===== src/upd_pkg.sv =====
// ----------------------------------------------------------------------------
// URL percent decoder package
// Shared types, character codes, mode codes and decode helper functions.
// ----------------------------------------------------------------------------
package upd_pkg;

  // Character codes used by the decoder.
  localparam logic [7:0] CHAR_PCT   = 8'h25;  // '%'
  localparam logic [7:0] CHAR_SLASH = 8'h2F;  // '/'
  localparam logic [7:0] CHAR_NINE  = 8'h39;  // '9'

  // Unescape mode codes; the unused code behaves like MODE_ALL.
  localparam logic [1:0] MODE_RESERVED = 2'd0;
  localparam logic [1:0] MODE_SLASH    = 2'd1;
  localparam logic [1:0] MODE_ALL      = 2'd2;

  // Configuration address map.
  localparam int unsigned CFG_ADDR_W = 3;
  localparam logic REG_UNESCAPE_MODE = 1'b0;

  // What is held between bytes: nothing, a '%', or a '%' and one hex digit.
  typedef enum logic [1:0] {
    PEND_NONE = 2'd0,
    PEND_PCT  = 2'd1,
    PEND_HEX  = 2'd2
  } pend_t;

  // Result group produced by one input byte: up to three output bytes.
  // The last mark belongs to the final byte of the group only.
  typedef struct packed {
    logic [1:0] cnt;
    logic [7:0] b0;
    logic [7:0] b1;
    logic [7:0] b2;
    logic       last;
  } grp_t;

  function automatic logic is_hex(input logic [7:0] c);
    logic r;
    case (c) inside
      [8'h30:8'h39], [8'h41:8'h46], [8'h61:8'h66]: r = 1'b1;
      default: r = 1'b0;
    endcase
    return r;
  endfunction

  // Nibble value of a hex digit; letters are lifted by nine.
  function automatic logic [3:0] hex_val(input logic [7:0] c);
    logic [7:0] x;
    x = c;
    if (c > CHAR_NINE) begin
      x = c + 8'd9;
    end
    return x[3:0];
  endfunction

  // Reserved characters: ! # $ & ' ( ) * + , / : ; = ? @ [ ]
  function automatic logic is_reserved(input logic [7:0] c);
    logic r;
    case (c) inside
      8'h21, 8'h23, 8'h24, 8'h26, 8'h27, 8'h28, 8'h29, 8'h2A, 8'h2B,
      8'h2C, 8'h2F, 8'h3A, 8'h3B, 8'h3D, 8'h3F, 8'h40, 8'h5B, 8'h5D: r = 1'b1;
      default: r = 1'b0;
    endcase
    return r;
  endfunction

  function automatic logic is_excluded(input logic [7:0] c, input logic [1:0] mode);
    logic r;
    case (mode)
      MODE_RESERVED: r = is_reserved(c);
      MODE_SLASH:    r = (c == CHAR_SLASH);
      default:       r = 1'b0;
    endcase
    return r;
  endfunction

endpackage


===== src/upd_stream_if.sv =====
// ----------------------------------------------------------------------------
// URL percent decoder stream interfaces
// Valid/ready byte channels for the raw input and the decoded output.
// ----------------------------------------------------------------------------
interface upd_in_if;
  logic       valid;
  logic       ready;
  logic [7:0] in_byte;
  logic       in_last;

  modport source (output valid, output in_byte, output in_last, input ready);
  modport sink   (input valid, input in_byte, input in_last, output ready);
endinterface

interface upd_out_if;
  logic       valid;
  logic       ready;
  logic [7:0] out_byte;
  logic       out_last;

  modport source (output valid, output out_byte, output out_last, input ready);
  modport sink   (input valid, input out_byte, input out_last, output ready);
endinterface


===== src/url_percent_decoder_top.sv =====
// ----------------------------------------------------------------------------
// URL percent decoder top level
// Streaming percent-decoder with an APB-style mode register.
// ----------------------------------------------------------------------------
// Raw string bytes enter on in_chan with a last mark on the final byte, and
// decoded bytes leave on out_chan. A '%' and two hex digits become one byte
// unless the mode register keeps that byte escaped (0: reserved characters,
// 1: only '/', 2 or 3: nothing); otherwise the '%' passes as a literal. Each
// input byte is decoded in the cycle it is accepted and its results, zero to
// three bytes, go into an output register group that drains one byte per
// cycle while out_chan is ready, starting in the cycle after acceptance. A
// byte is accepted every cycle while each yields at most one result and
// out_chan is ready; after a longer group the next byte is taken in the cycle
// its last result leaves. The user must write the mode only while the decoder
// is idle; the block itself does not enforce it.
module url_percent_decoder_top (
  input  logic                           clk,
  input  logic                           rst_n,
  upd_in_if.sink                         in_chan,
  upd_out_if.source                      out_chan,
  input  logic                           psel,
  input  logic                           penable,
  input  logic                           pwrite,
  input  logic [upd_pkg::CFG_ADDR_W-1:0] paddr,
  input  logic [31:0]                    pwdata,
  output logic [31:0]                    prdata,
  output logic                           pready
);

  logic          accept;
  logic          load_ok;
  logic [1:0]    mode;
  upd_pkg::grp_t grp;

  assign in_chan.ready = load_ok;
  assign accept        = in_chan.valid && load_ok;

  // Configuration registers.
  upd_cfg u_cfg (
    .clk     (clk),
    .rst_n   (rst_n),
    .psel    (psel),
    .penable (penable),
    .pwrite  (pwrite),
    .paddr   (paddr),
    .pwdata  (pwdata),
    .prdata  (prdata),
    .pready  (pready),
    .mode    (mode)
  );

  // Escape tracking and decode.
  upd_core u_core (
    .clk     (clk),
    .rst_n   (rst_n),
    .accept  (accept),
    .in_byte (in_chan.in_byte),
    .in_last (in_chan.in_last),
    .mode    (mode),
    .grp     (grp)
  );

  // Result register and serializer.
  upd_outq u_outq (
    .clk       (clk),
    .rst_n     (rst_n),
    .load      (accept),
    .grp       (grp),
    .load_ok   (load_ok),
    .out_valid (out_chan.valid),
    .out_ready (out_chan.ready),
    .out_byte  (out_chan.out_byte),
    .out_last  (out_chan.out_last)
  );

endmodule


===== src/upd_cfg.sv =====
// ----------------------------------------------------------------------------
// URL percent decoder configuration registers
// APB-style register port holding the unescape mode.
// ----------------------------------------------------------------------------
module upd_cfg (
  input  logic                           clk,
  input  logic                           rst_n,
  input  logic                           psel,
  input  logic                           penable,
  input  logic                           pwrite,
  input  logic [upd_pkg::CFG_ADDR_W-1:0] paddr,
  input  logic [31:0]                    pwdata,
  output logic [31:0]                    prdata,
  output logic                           pready,
  output logic [1:0]                     mode
);

  logic [1:0] mode_r;
  logic       sel_mode;
  logic       wr_en;

  assign pready   = 1'b1;
  assign sel_mode = (paddr[upd_pkg::CFG_ADDR_W-1] == upd_pkg::REG_UNESCAPE_MODE);
  assign wr_en    = psel && penable && pwrite && pready;

  // Mode register write.
  always_ff @(posedge clk) begin
    if (!rst_n) begin
      mode_r <= upd_pkg::MODE_RESERVED;
    end else if (wr_en && sel_mode) begin
      mode_r <= pwdata[1:0];
    end
  end

  // Read back; addresses with the top bit set read as zero.
  always_comb begin
    prdata = 32'd0;
    if (sel_mode) begin
      prdata = {30'd0, mode_r};
    end
  end

  assign mode = mode_r;

endmodule


===== src/upd_core.sv =====
// ----------------------------------------------------------------------------
// URL percent decoder core
// Holds the pending escape and turns each input byte into a result group.
// ----------------------------------------------------------------------------
module upd_core (
  input  logic          clk,
  input  logic          rst_n,
  input  logic          accept,
  input  logic [7:0]    in_byte,
  input  logic          in_last,
  input  logic [1:0]    mode,
  output upd_pkg::grp_t grp
);

  upd_pkg::pend_t pend_r;
  upd_pkg::pend_t pend_nxt;
  logic [7:0]     hex_r;
  logic [7:0]     hex_nxt;
  logic           starts;
  logic           digit;
  logic [7:0]     decoded;
  logic           dec_ok;

  // A '%' that is not the final byte opens a new escape.
  assign starts  = (in_byte == upd_pkg::CHAR_PCT) && !in_last;
  assign digit   = upd_pkg::is_hex(in_byte);
  assign decoded = {upd_pkg::hex_val(hex_r), upd_pkg::hex_val(in_byte)};
  assign dec_ok  = digit && !upd_pkg::is_excluded(decoded, mode);

  // Next pending state.
  always_comb begin
    hex_nxt = hex_r;
    case (pend_r)
      upd_pkg::PEND_PCT: begin
        if (digit && !in_last) begin
          pend_nxt = upd_pkg::PEND_HEX;
          hex_nxt  = in_byte;
        end else begin
          pend_nxt = starts ? upd_pkg::PEND_PCT : upd_pkg::PEND_NONE;
        end
      end
      upd_pkg::PEND_HEX: begin
        if (dec_ok) begin
          pend_nxt = upd_pkg::PEND_NONE;
        end else begin
          pend_nxt = starts ? upd_pkg::PEND_PCT : upd_pkg::PEND_NONE;
        end
      end
      default: begin
        pend_nxt = starts ? upd_pkg::PEND_PCT : upd_pkg::PEND_NONE;
      end
    endcase
  end

  // Result group for the byte; the last mark always follows the input mark.
  always_comb begin
    grp      = '0;
    grp.b0   = in_byte;
    grp.b1   = in_byte;
    grp.b2   = in_byte;
    grp.last = in_last;
    case (pend_r)
      upd_pkg::PEND_PCT: begin
        if (!(digit && !in_last)) begin
          grp.b0  = upd_pkg::CHAR_PCT;
          grp.cnt = starts ? 2'd1 : 2'd2;
        end
      end
      upd_pkg::PEND_HEX: begin
        if (dec_ok) begin
          grp.b0  = decoded;
          grp.cnt = 2'd1;
        end else begin
          grp.b0  = upd_pkg::CHAR_PCT;
          grp.b1  = hex_r;
          grp.cnt = starts ? 2'd2 : 2'd3;
        end
      end
      default: begin
        grp.cnt = starts ? 2'd0 : 2'd1;
      end
    endcase
  end

  // Pending state registers.
  always_ff @(posedge clk) begin
    if (!rst_n) begin
      pend_r <= upd_pkg::PEND_NONE;
      hex_r  <= 8'd0;
    end else if (accept) begin
      pend_r <= pend_nxt;
      hex_r  <= hex_nxt;
    end
  end

  // Nothing stays held once a string ends.
  a_last_clears: assert property (@(posedge clk) disable iff (!rst_n)
    accept && in_last |=> pend_r == upd_pkg::PEND_NONE)
    else $error("pending escape survived the end of a string");

  // A held byte is never dropped: a silent byte must move into the pending state.
  a_silent_holds: assert property (@(posedge clk) disable iff (!rst_n)
    accept && grp.cnt == 2'd0 |=> pend_r != upd_pkg::PEND_NONE)
    else $error("byte swallowed without being held");

  // A successful decode closes the escape.
  a_decode_closes: assert property (@(posedge clk) disable iff (!rst_n)
    accept && pend_r == upd_pkg::PEND_HEX && dec_ok |=> pend_r == upd_pkg::PEND_NONE)
    else $error("escape still pending after decode");

endmodule


===== src/upd_outq.sv =====
// ----------------------------------------------------------------------------
// URL percent decoder output queue
// Registers a result group and hands it out one byte per transaction.
// ----------------------------------------------------------------------------
module upd_outq (
  input  logic          clk,
  input  logic          rst_n,
  input  logic          load,
  input  upd_pkg::grp_t grp,
  output logic          load_ok,
  output logic          out_valid,
  input  logic          out_ready,
  output logic [7:0]    out_byte,
  output logic          out_last
);

  logic [1:0] cnt_r;
  logic [1:0] cnt_nxt;
  logic [7:0] b0_r;
  logic [7:0] b1_r;
  logic [7:0] b2_r;
  logic       last_r;
  logic       pop;

  assign out_valid = (cnt_r != 2'd0);
  assign pop       = out_valid && out_ready;
  // A new group may enter once the current one is gone or leaves this cycle.
  assign load_ok   = (cnt_r == 2'd0) || ((cnt_r == 2'd1) && out_ready);
  assign out_byte  = b0_r;
  assign out_last  = last_r && (cnt_r == 2'd1);

  always_comb begin
    if (load) begin
      cnt_nxt = grp.cnt;
    end else if (pop) begin
      cnt_nxt = cnt_r - 2'd1;
    end else begin
      cnt_nxt = cnt_r;
    end
  end

  // Byte count.
  always_ff @(posedge clk) begin
    if (!rst_n) begin
      cnt_r <= 2'd0;
    end else begin
      cnt_r <= cnt_nxt;
    end
  end

  // Group bytes shift toward the head on each transaction.
  always_ff @(posedge clk) begin
    if (load) begin
      b0_r   <= grp.b0;
      b1_r   <= grp.b1;
      b2_r   <= grp.b2;
      last_r <= grp.last;
    end else if (pop) begin
      b0_r <= b1_r;
      b1_r <= b2_r;
    end
  end

  // A multi-byte group drains one byte per transaction.
  a_drain_step: assert property (@(posedge clk) disable iff (!rst_n)
    pop && cnt_r > 2'd1 |=> cnt_r == $past(cnt_r) - 2'd1)
    else $error("group count did not step down");

  // A loaded group with bytes is offered on the next cycle.
  a_load_shows: assert property (@(posedge clk) disable iff (!rst_n)
    load && grp.cnt != 2'd0 |=> out_valid)
    else $error("loaded group not offered");

endmodule


===== src/flat_wrapper.sv =====
// flat-port wrapper written by rule: the top's interface ports become plain ports
module url_percent_decoder_top_flat 
  (clk, rst_n, psel, penable, pwrite, paddr, pwdata, prdata, pready, in_chan_valid, in_chan_in_byte, in_chan_in_last, in_chan_ready, out_chan_valid, out_chan_out_byte, out_chan_out_last, out_chan_ready);
  upd_in_if in_chan_i ();
  upd_out_if out_chan_i ();
  input  logic clk;
  input  logic rst_n;
  input  logic psel;
  input  logic penable;
  input  logic pwrite;
  input  logic [upd_pkg::CFG_ADDR_W-1:0] paddr;
  input  logic [31:0] pwdata;
  output logic [31:0] prdata;
  output logic pready;
  input wire logic [$bits(in_chan_i.valid)-1:0] in_chan_valid;
  input wire logic [$bits(in_chan_i.in_byte)-1:0] in_chan_in_byte;
  input wire logic [$bits(in_chan_i.in_last)-1:0] in_chan_in_last;
  output wire logic [$bits(in_chan_i.ready)-1:0] in_chan_ready;
  output wire logic [$bits(out_chan_i.valid)-1:0] out_chan_valid;
  output wire logic [$bits(out_chan_i.out_byte)-1:0] out_chan_out_byte;
  output wire logic [$bits(out_chan_i.out_last)-1:0] out_chan_out_last;
  input wire logic [$bits(out_chan_i.ready)-1:0] out_chan_ready;
  assign in_chan_i.valid = in_chan_valid;
  assign in_chan_i.in_byte = in_chan_in_byte;
  assign in_chan_i.in_last = in_chan_in_last;
  assign in_chan_ready = in_chan_i.ready;
  assign out_chan_valid = out_chan_i.valid;
  assign out_chan_out_byte = out_chan_i.out_byte;
  assign out_chan_out_last = out_chan_i.out_last;
  assign out_chan_i.ready = out_chan_ready;
  url_percent_decoder_top u_core (.clk(clk), .rst_n(rst_n), .in_chan(in_chan_i), .out_chan(out_chan_i), .psel(psel), .penable(penable), .pwrite(pwrite), .paddr(paddr), .pwdata(pwdata), .prdata(prdata), .pready(pready));
endmodule

===== config.mk =====
export PLATFORM = sky130hd
export DESIGN_NAME = url_percent_decoder_top_flat
export DESIGN_NICKNAME = d
export VERILOG_FILES = /design/src/upd_pkg.sv /design/src/upd_stream_if.sv /design/src/url_percent_decoder_top.sv /design/src/upd_cfg.sv /design/src/upd_core.sv /design/src/upd_outq.sv /design/src/flat_wrapper.sv
export SDC_FILE = /design/constraint.sdc
export NUM_CORES = 1
export LEC_CHECK = 0
export BUFFER_PORTS_ARGS = -buffer_cell sky130_fd_sc_hd__buf_2
export CORE_MARGIN = 5
export CORE_UTILIZATION = 51
export CTS_BUF_LIST = sky130_fd_sc_hd__clkbuf_16
export CTS_CLUSTER_SIZE = 12
export DETAILED_ROUTE_END_ITERATION = 6
export PLACE_DENSITY = 0.91
export SYNTH_ARGS = -nofsm -noshare
export SYNTH_HDL_FRONTEND = slang
export SYNTH_SLANG_ARGS = --single-unit

===== constraint.sdc =====
create_clock -name clk -period 4.2 [get_ports clk]
set_clock_uncertainty 0.15 [all_clocks]
set_input_delay 0.84 -clock clk [delete_from_list [all_inputs] [get_ports clk]]
set_output_delay 0.84 -clock clk [all_outputs]
set_load 0.02 [all_outputs]

==> results.cfg, run 1 <==
[logic_synthesis]
syn_avg_cell_area_um2 = 9.46
ys_seq_area_share_pct = 37.2
synth_seq_cells = 39
synth_top_area_share_pct = 27.1
synth_ff_type = edfxtp_1
syn_inst = 293
yosys_warnings = 0
synthTopCellsByArea = edfxtp_1, dfxtp_1, buf_4
syn-cell-area_mm2 = 0.00277
synth_cell_types = 66
synth_edf_count = 25
synth_top_area_cell = edfxtp_1
synthArstFlopShare_pct = 0

[setup_path]
r2r-start = u_core.u_core.hex_r[0]$_SDFFE_PN0P_
worst_setup_path_start_kind = input pin
cpMaxStageDelayCell = nor4_4
startpoint = in_chan_in_byte[0]
crit_path_end = u_core.u_outq.b1_r[0]$_DFFE_PP_
end_kind = flop
cp_data_required_time_ps = 4080
arrival_ps = 3530
critPathMaxStageDelay_ps = 420
crit_type = input pin to flop
r2r_setup_slack_ps = 890
path_max_fanout = 10
r2r-end = u_core.u_outq.b1_r[0]$_DFFE_PP_
reg2reg_depth = 10
critical_path.cell_chain = buf_2 -> inv_1 -> ha_1 -> o21bai_4 -> a211o_4 -> xnor2_2 -> o211a_1 -> a311oi_2 -> nor4_4 -> nand3_2 -> o221a_2

[final_layout]
fill_cells = 474
regArea_mm2 = 0.00103
diodes = 0
drive_gt1_share_pct = 18.4
final_util_pct = 57.9
fin_nets = 380
multi_input_area_mm2 = 0.00148
stdcell_count = 390
synthToLayoutAreaGrowth_pct = 8.75
final_cell_area_mm2 = 0.00302

[pwr]
power_density_mw_per_mm2 = 422
power_w = 0.00127
ir_drop_v = 0.000240
p_leak_nw = 1.17

[global_route]
grt_busiest_layer = met2
grt_pass1_wl_um = 10500
use_met1_pct = 23.3
grt_use_total_pct = 18.3
met3_usage_pct = 3.65
grt_overflow_total = 0
grtUsageMet2_pct = 30.5
antenna_found_initial = 0
grt_max_degree = 34
first_global_vias = 2147

[floorplan]
fp.coreArea_mm2 = 0.00520
ios = 95
start_util_pct = 53.3
rows = 26
dieArea_mm2 = 0.00701
die_w_um = 83.7
die_height_um = 83.7

[timing]
hold_violations = 0
fmax_mhz = 274
slew_headroom_pct = 56.3
final.setup.tns_ps = 0
min_period_ps = 3640
fin_crit_sh_pct = 86.8
rsz0062_at_grt = false
slew_viol_final = 0
setup_violations = 0
worst_slew_pin_slew_ps = 651

[detailed_routing]
antenna_left = 0
avgViaCountPerCell = 5.80
avgRoutedWirePerCell_um = 16.2
drtIter0Drc = 234
wl_um = 6340
firstDrtPassIters = 5
num_vias = 2262
drt_drc_violations_left = 0

[clocking]
clkSlewWorstSetupHoldPaths_ps = 50
holdBufCountCts = 0
clockBufferDepth = 2
numCtsBuffers = 5
ctsResizeCount = 0
clock-sinks = 39
htreeDepth = 2
clk_latency_ps = 290
root_buffer = clkbuf_16
postCtsSetupBuffers = 0
cts_tree = done

[placement]
placedCellCount = 382
place_congestion = 0.945
dp_hpwl_um = 4580
dpl_cell_area_mm2 = 0.00285
io_buffers = 31

[hold_path]
hold_path.class = flop to flop

[outcome]
outcome = complete, no violations

[flow_run]
cap_viol_max_count = 0
## critical path, delay by kind of cell
family,cells,cell delay [ps]
buffers and inverters,2,330
xor gates and xnor gates,1,350
adders and majority gates,1,230
and+or+nand+nor,2,680
AOI/OAI and AO/OA,5,1100
## logic make-up (layout without fill, tap and decap cells)
group,count (synthesis),count (layout),share of synthesized area (%)
compound gates,90,90,25.0
simple gates,78,78,14.9
buf+inv,63,61,13.4
flops,39,39,37.2
fa+ha+maj,10,10,4.51
mux,8,8,3.56
xor+xnor,3,3,1.22
other cells,2,31,0.271
## synthesized netlist by cell type (all sizes together), types with 3 or more instances
cell type / n
a21boi: 3
a21oi: 15
a22oi: 6
a311o: 3
a31oi: 5
and2: 5
and3: 3
buf: 36
clkbuf: 8
dfxtp: 14
edfxtp: 25
ha: 10
inv: 18
mux2i: 6
nand2: 25
nand3: 7
nor2: 17
nor2b: 6
o21ai: 23
o221a: 7
or3: 6
xnor2: 3
## flip-flops by register name, summed over array words and instances, names as in the netlist
signal	count
u_core.u_outq.out_byte	8
u_core.u_outq.b1_r	8
u_core.u_core.hex_r	8
u_core.u_core.pend_r	2
u_core.u_outq.cnt_r	2
u_core.u_cfg.mode	2
u_core.u_outq.last_r	1
u_core.u_outq.b2_r	8
## where the power goes
group	internal (W)	switching [W]	total (W)
registers	0.000492	0.0000166	0.000508
logic	0.000112	0.000223	0.000334
clock network	0.000280	0.000150	0.000430
## how the worst min path moves through the flow
stage / slack [ps] / cells after the start / to / start
after floorplan: 310 / 2 / u_core.u_core.pend_r[0]$_SDFFE_PN0P_ / u_core.u_core.pend_r[0]$_SDFFE_PN0P_
after global placement: 320 / 2 / u_core.u_core.pend_r[0]$_SDFFE_PN0P_ / u_core.u_core.pend_r[0]$_SDFFE_PN0P_
after detailed placement: 350 / 2 / u_core.u_core.pend_r[0]$_SDFFE_PN0P_ / u_core.u_core.pend_r[0]$_SDFFE_PN0P_
after CTS: 360 / 2 / u_core.u_core.pend_r[0]$_SDFFE_PN0P_ / u_core.u_core.pend_r[0]$_SDFFE_PN0P_
after global routing: 390 / 2 / u_core.u_core.pend_r[0]$_SDFFE_PN0P_ / u_core.u_core.pend_r[0]$_SDFFE_PN0P_
final: 350 / 2 / u_core.u_core.pend_r[0]$_SDFFE_PN0P_ / u_core.u_core.pend_r[0]$_SDFFE_PN0P_
## final cells by class
class	instances	share of cell area, %
Multi-Input combinational cell	220	49.0
Sequential cell	39	34.2
Timing Repair Buffer	34	5.89
Clock buffer	5	4.15
Tap cell	70	2.90
Inverter	19	2.37
Clock inverter	3	1.45
## metal layers
layer  wire length [um]  share of wire, %
met5                  0                 0
met4                137               2.2
met3                575               9.1
met2               3020                48
met1               2600                41
## layout by cell type (no fill, tap or decap), drive strengths merged, types with 3 or more instances in the layout
master,count
mux2i,6
and2,5
xnor2,3
and3,3
clkbuf,5
a311o,3
o21ai,23
inv,18
ha,10
a21oi,15
dfxtp,14
a31oi,5
nor2,17
conb,31
a22oi,6
clkinv,3
a21boi,3
nand3,7
nor2b,6
nand2,25
o221a,7
buf,34
edfxtp,25
or3,6
## through the flow
step	hold slack, ps	worst slack (ps)
global route	394	413
CTS	356	574
floorplan	308	529
global placement	324	314
detailed placement	349	264
finish	352	556
No activity file was read; power rests on OpenSTA's default activity.
==> inputs of run 2 (changes only) <==
Settings changed: PLACE_DENSITY 0.91 to 0.79.
==> results.cfg, run 2 (synthesis gave the netlist of run 1 again) <==
[timing]
final.setup.tns_ps = 0
setup_violations = 0
rsz0062_at_grt = false
min_period_ps = 3710
worst_slew_pin_slew_ps = 852
slew_viol_final = 0
slew_headroom_pct = 41.7
fin_crit_sh_pct = 88.3
hold_violations = 0
fmax_mhz = 270

[setup_path]
r2r-start = u_core.u_core.hex_r[0]$_SDFFE_PN0P_
arrival_ps = 3590
critical_path.cell_chain = buf_2 -> inv_1 -> ha_1 -> o21bai_4 -> nand3_1 -> a311o_2 -> o311a_1 -> nor4_4 -> nand3_2 -> o221a_2
critPathMaxStageDelay_ps = 470
path_max_fanout = 10
cpMaxStageDelayCell = a311o_2
reg2reg_depth = 10
end_kind = flop
r2r_setup_slack_ps = 940
r2r-end = u_core.u_outq.b1_r[1]$_DFFE_PP_
crit_type = input pin to flop
worst_setup_path_start_kind = input pin
cp_data_required_time_ps = 4090

[placement]
dpl_cell_area_mm2 = 0.00285
place_congestion = 0.944
placedCellCount = 382
dp_hpwl_um = 4480
io_buffers = 31

[clocking]
clockBufferDepth = 2
holdBufCountCts = 0
cts_tree = done
numCtsBuffers = 5
htreeDepth = 2
clkSlewWorstSetupHoldPaths_ps = 60
root_buffer = clkbuf_16
clk_latency_ps = 280
ctsResizeCount = 0
clock-sinks = 39
postCtsSetupBuffers = 0

[detailed_routing]
firstDrtPassIters = 5
num_vias = 2296
wl_um = 6210
met3_length_um = 667
highest_layer = met4
dr_wl_met2_um = 2860
wl_met1_um = 2600
avgRoutedWirePerCell_um = 15.9
antenna_left = 0
avgViaCountPerCell = 5.89
drt_drc_violations_left = 0
drtIter0Drc = 391

[outcome]
outcome = complete, no violations

[floorplan]
start_util_pct = 53.3
rows = 26
ios = 95
dieArea_mm2 = 0.00701
fp.coreArea_mm2 = 0.00520
die_w_um = 83.7
die_height_um = 83.7

[hold_path]
hold_end = u_core.u_core.pend_r[0]$_SDFFE_PN0P_
whs_path_depth = 2
hold_start = u_core.u_core.pend_r[0]$_SDFFE_PN0P_
hold_path.class = flop to flop

[global_route]
grt_use_total_pct = 17.8
grt_max_degree = 22
grt_pass1_wl_um = 10300
grt_overflow_total = 0
first_global_vias = 2043
antenna_found_initial = 0

[flow_run]
cap_viol_max_count = 0

[final_layout]
final_cell_mix = conb_1, buf_2, nand2_1, edfxtp_1, o21ai_0
diodes = 0
synthToLayoutAreaGrowth_pct = 7.72
drive_gt1_share_pct = 17.8
fin_nets = 380
stdcell_count = 390
final_cell_area_mm2 = 0.00299

[pwr]
power_density_mw_per_mm2 = 402
ir_drop_v = 0.000190
p_leak_nw = 1.16
-- run 2: changes by cell type in the layout (fill, tap and decap cells not counted) --
cell | previous run | this run
bufinv_16 | 1 | 0
clkinv_2 | 1 | 0
clkinvlp_4 | 0 | 1
clkinv_1 | 1 | 3
clkinv_4 | 1 | 0
-- run 2: power by group --
group,leakage [nW],internal (W),total (W),switching [W]
clock,0.0649,0.000215,0.000359,0.000144
sequential,0.358,0.000492,0.000507,0.0000155
combinational,0.733,0.000111,0.000334,0.000222
-- run 2: cell type report --
type                            instances  area (um2)
Clock inverter                          3        15.0
Multi-Input combinational cell        220        1480
Sequential cell                        39        1030
Tap cell                               70        87.6
Inverter                               19        71.3
Fill cell                             465        2220
Clock buffer                            5         125
Timing Repair Buffer                   34         178
-- run 2: worst max path at each step --
stage	from	endpoint	slack (ps)
finish	in_chan_in_byte[0]	u_core.u_outq.b1_r[1]$_DFFE_PP_	490
global route	in_chan_in_byte[0]	u_core.u_outq.b1_r[1]$_DFFE_PP_	340
CTS	in_chan_in_byte[0]	u_core.u_outq.b1_r[0]$_DFFE_PP_	530
detailed placement	in_chan_in_byte[0]	u_core.u_outq.b1_r[0]$_DFFE_PP_	260
global placement	in_chan_in_byte[0]	u_core.u_outq.b1_r[0]$_DFFE_PP_	320
floorplan	in_chan_in_byte[1]	u_core.u_outq.b1_r[5]$_DFFE_PP_	530
-- run 2: worst max-delay path, delay by kind of cell --
kind | cells | cell delay (ps)
AOI/OAI and AO/OA | 4 | 1400
and+or+nand+nor | 3 | 730
buffers and inverters | 2 | 350
adders and majority gates | 1 | 270
-- run 2: metal layers --
metal | track usage [%] | vias to the layer above
met3 | 3.26 | 18
met5 | 0 | -
met1 | 24.5 | 1069
met4 | 3.80 | 0
met2 | 29.0 | 145
li1 | - | 1064
-- run 2: through the flow --
step                utilization (%)  setup slack [ps]  power, W  hold slack (ps)
CTS                            57.4               529   0.00120              345
global placement               54.7               323  0.000836              325
detailed placement             54.7               263  0.000844              340
global route                   57.4               337   0.00126              384
floorplan                         -               529  0.000780              308
finish                         57.4               491   0.00120              340
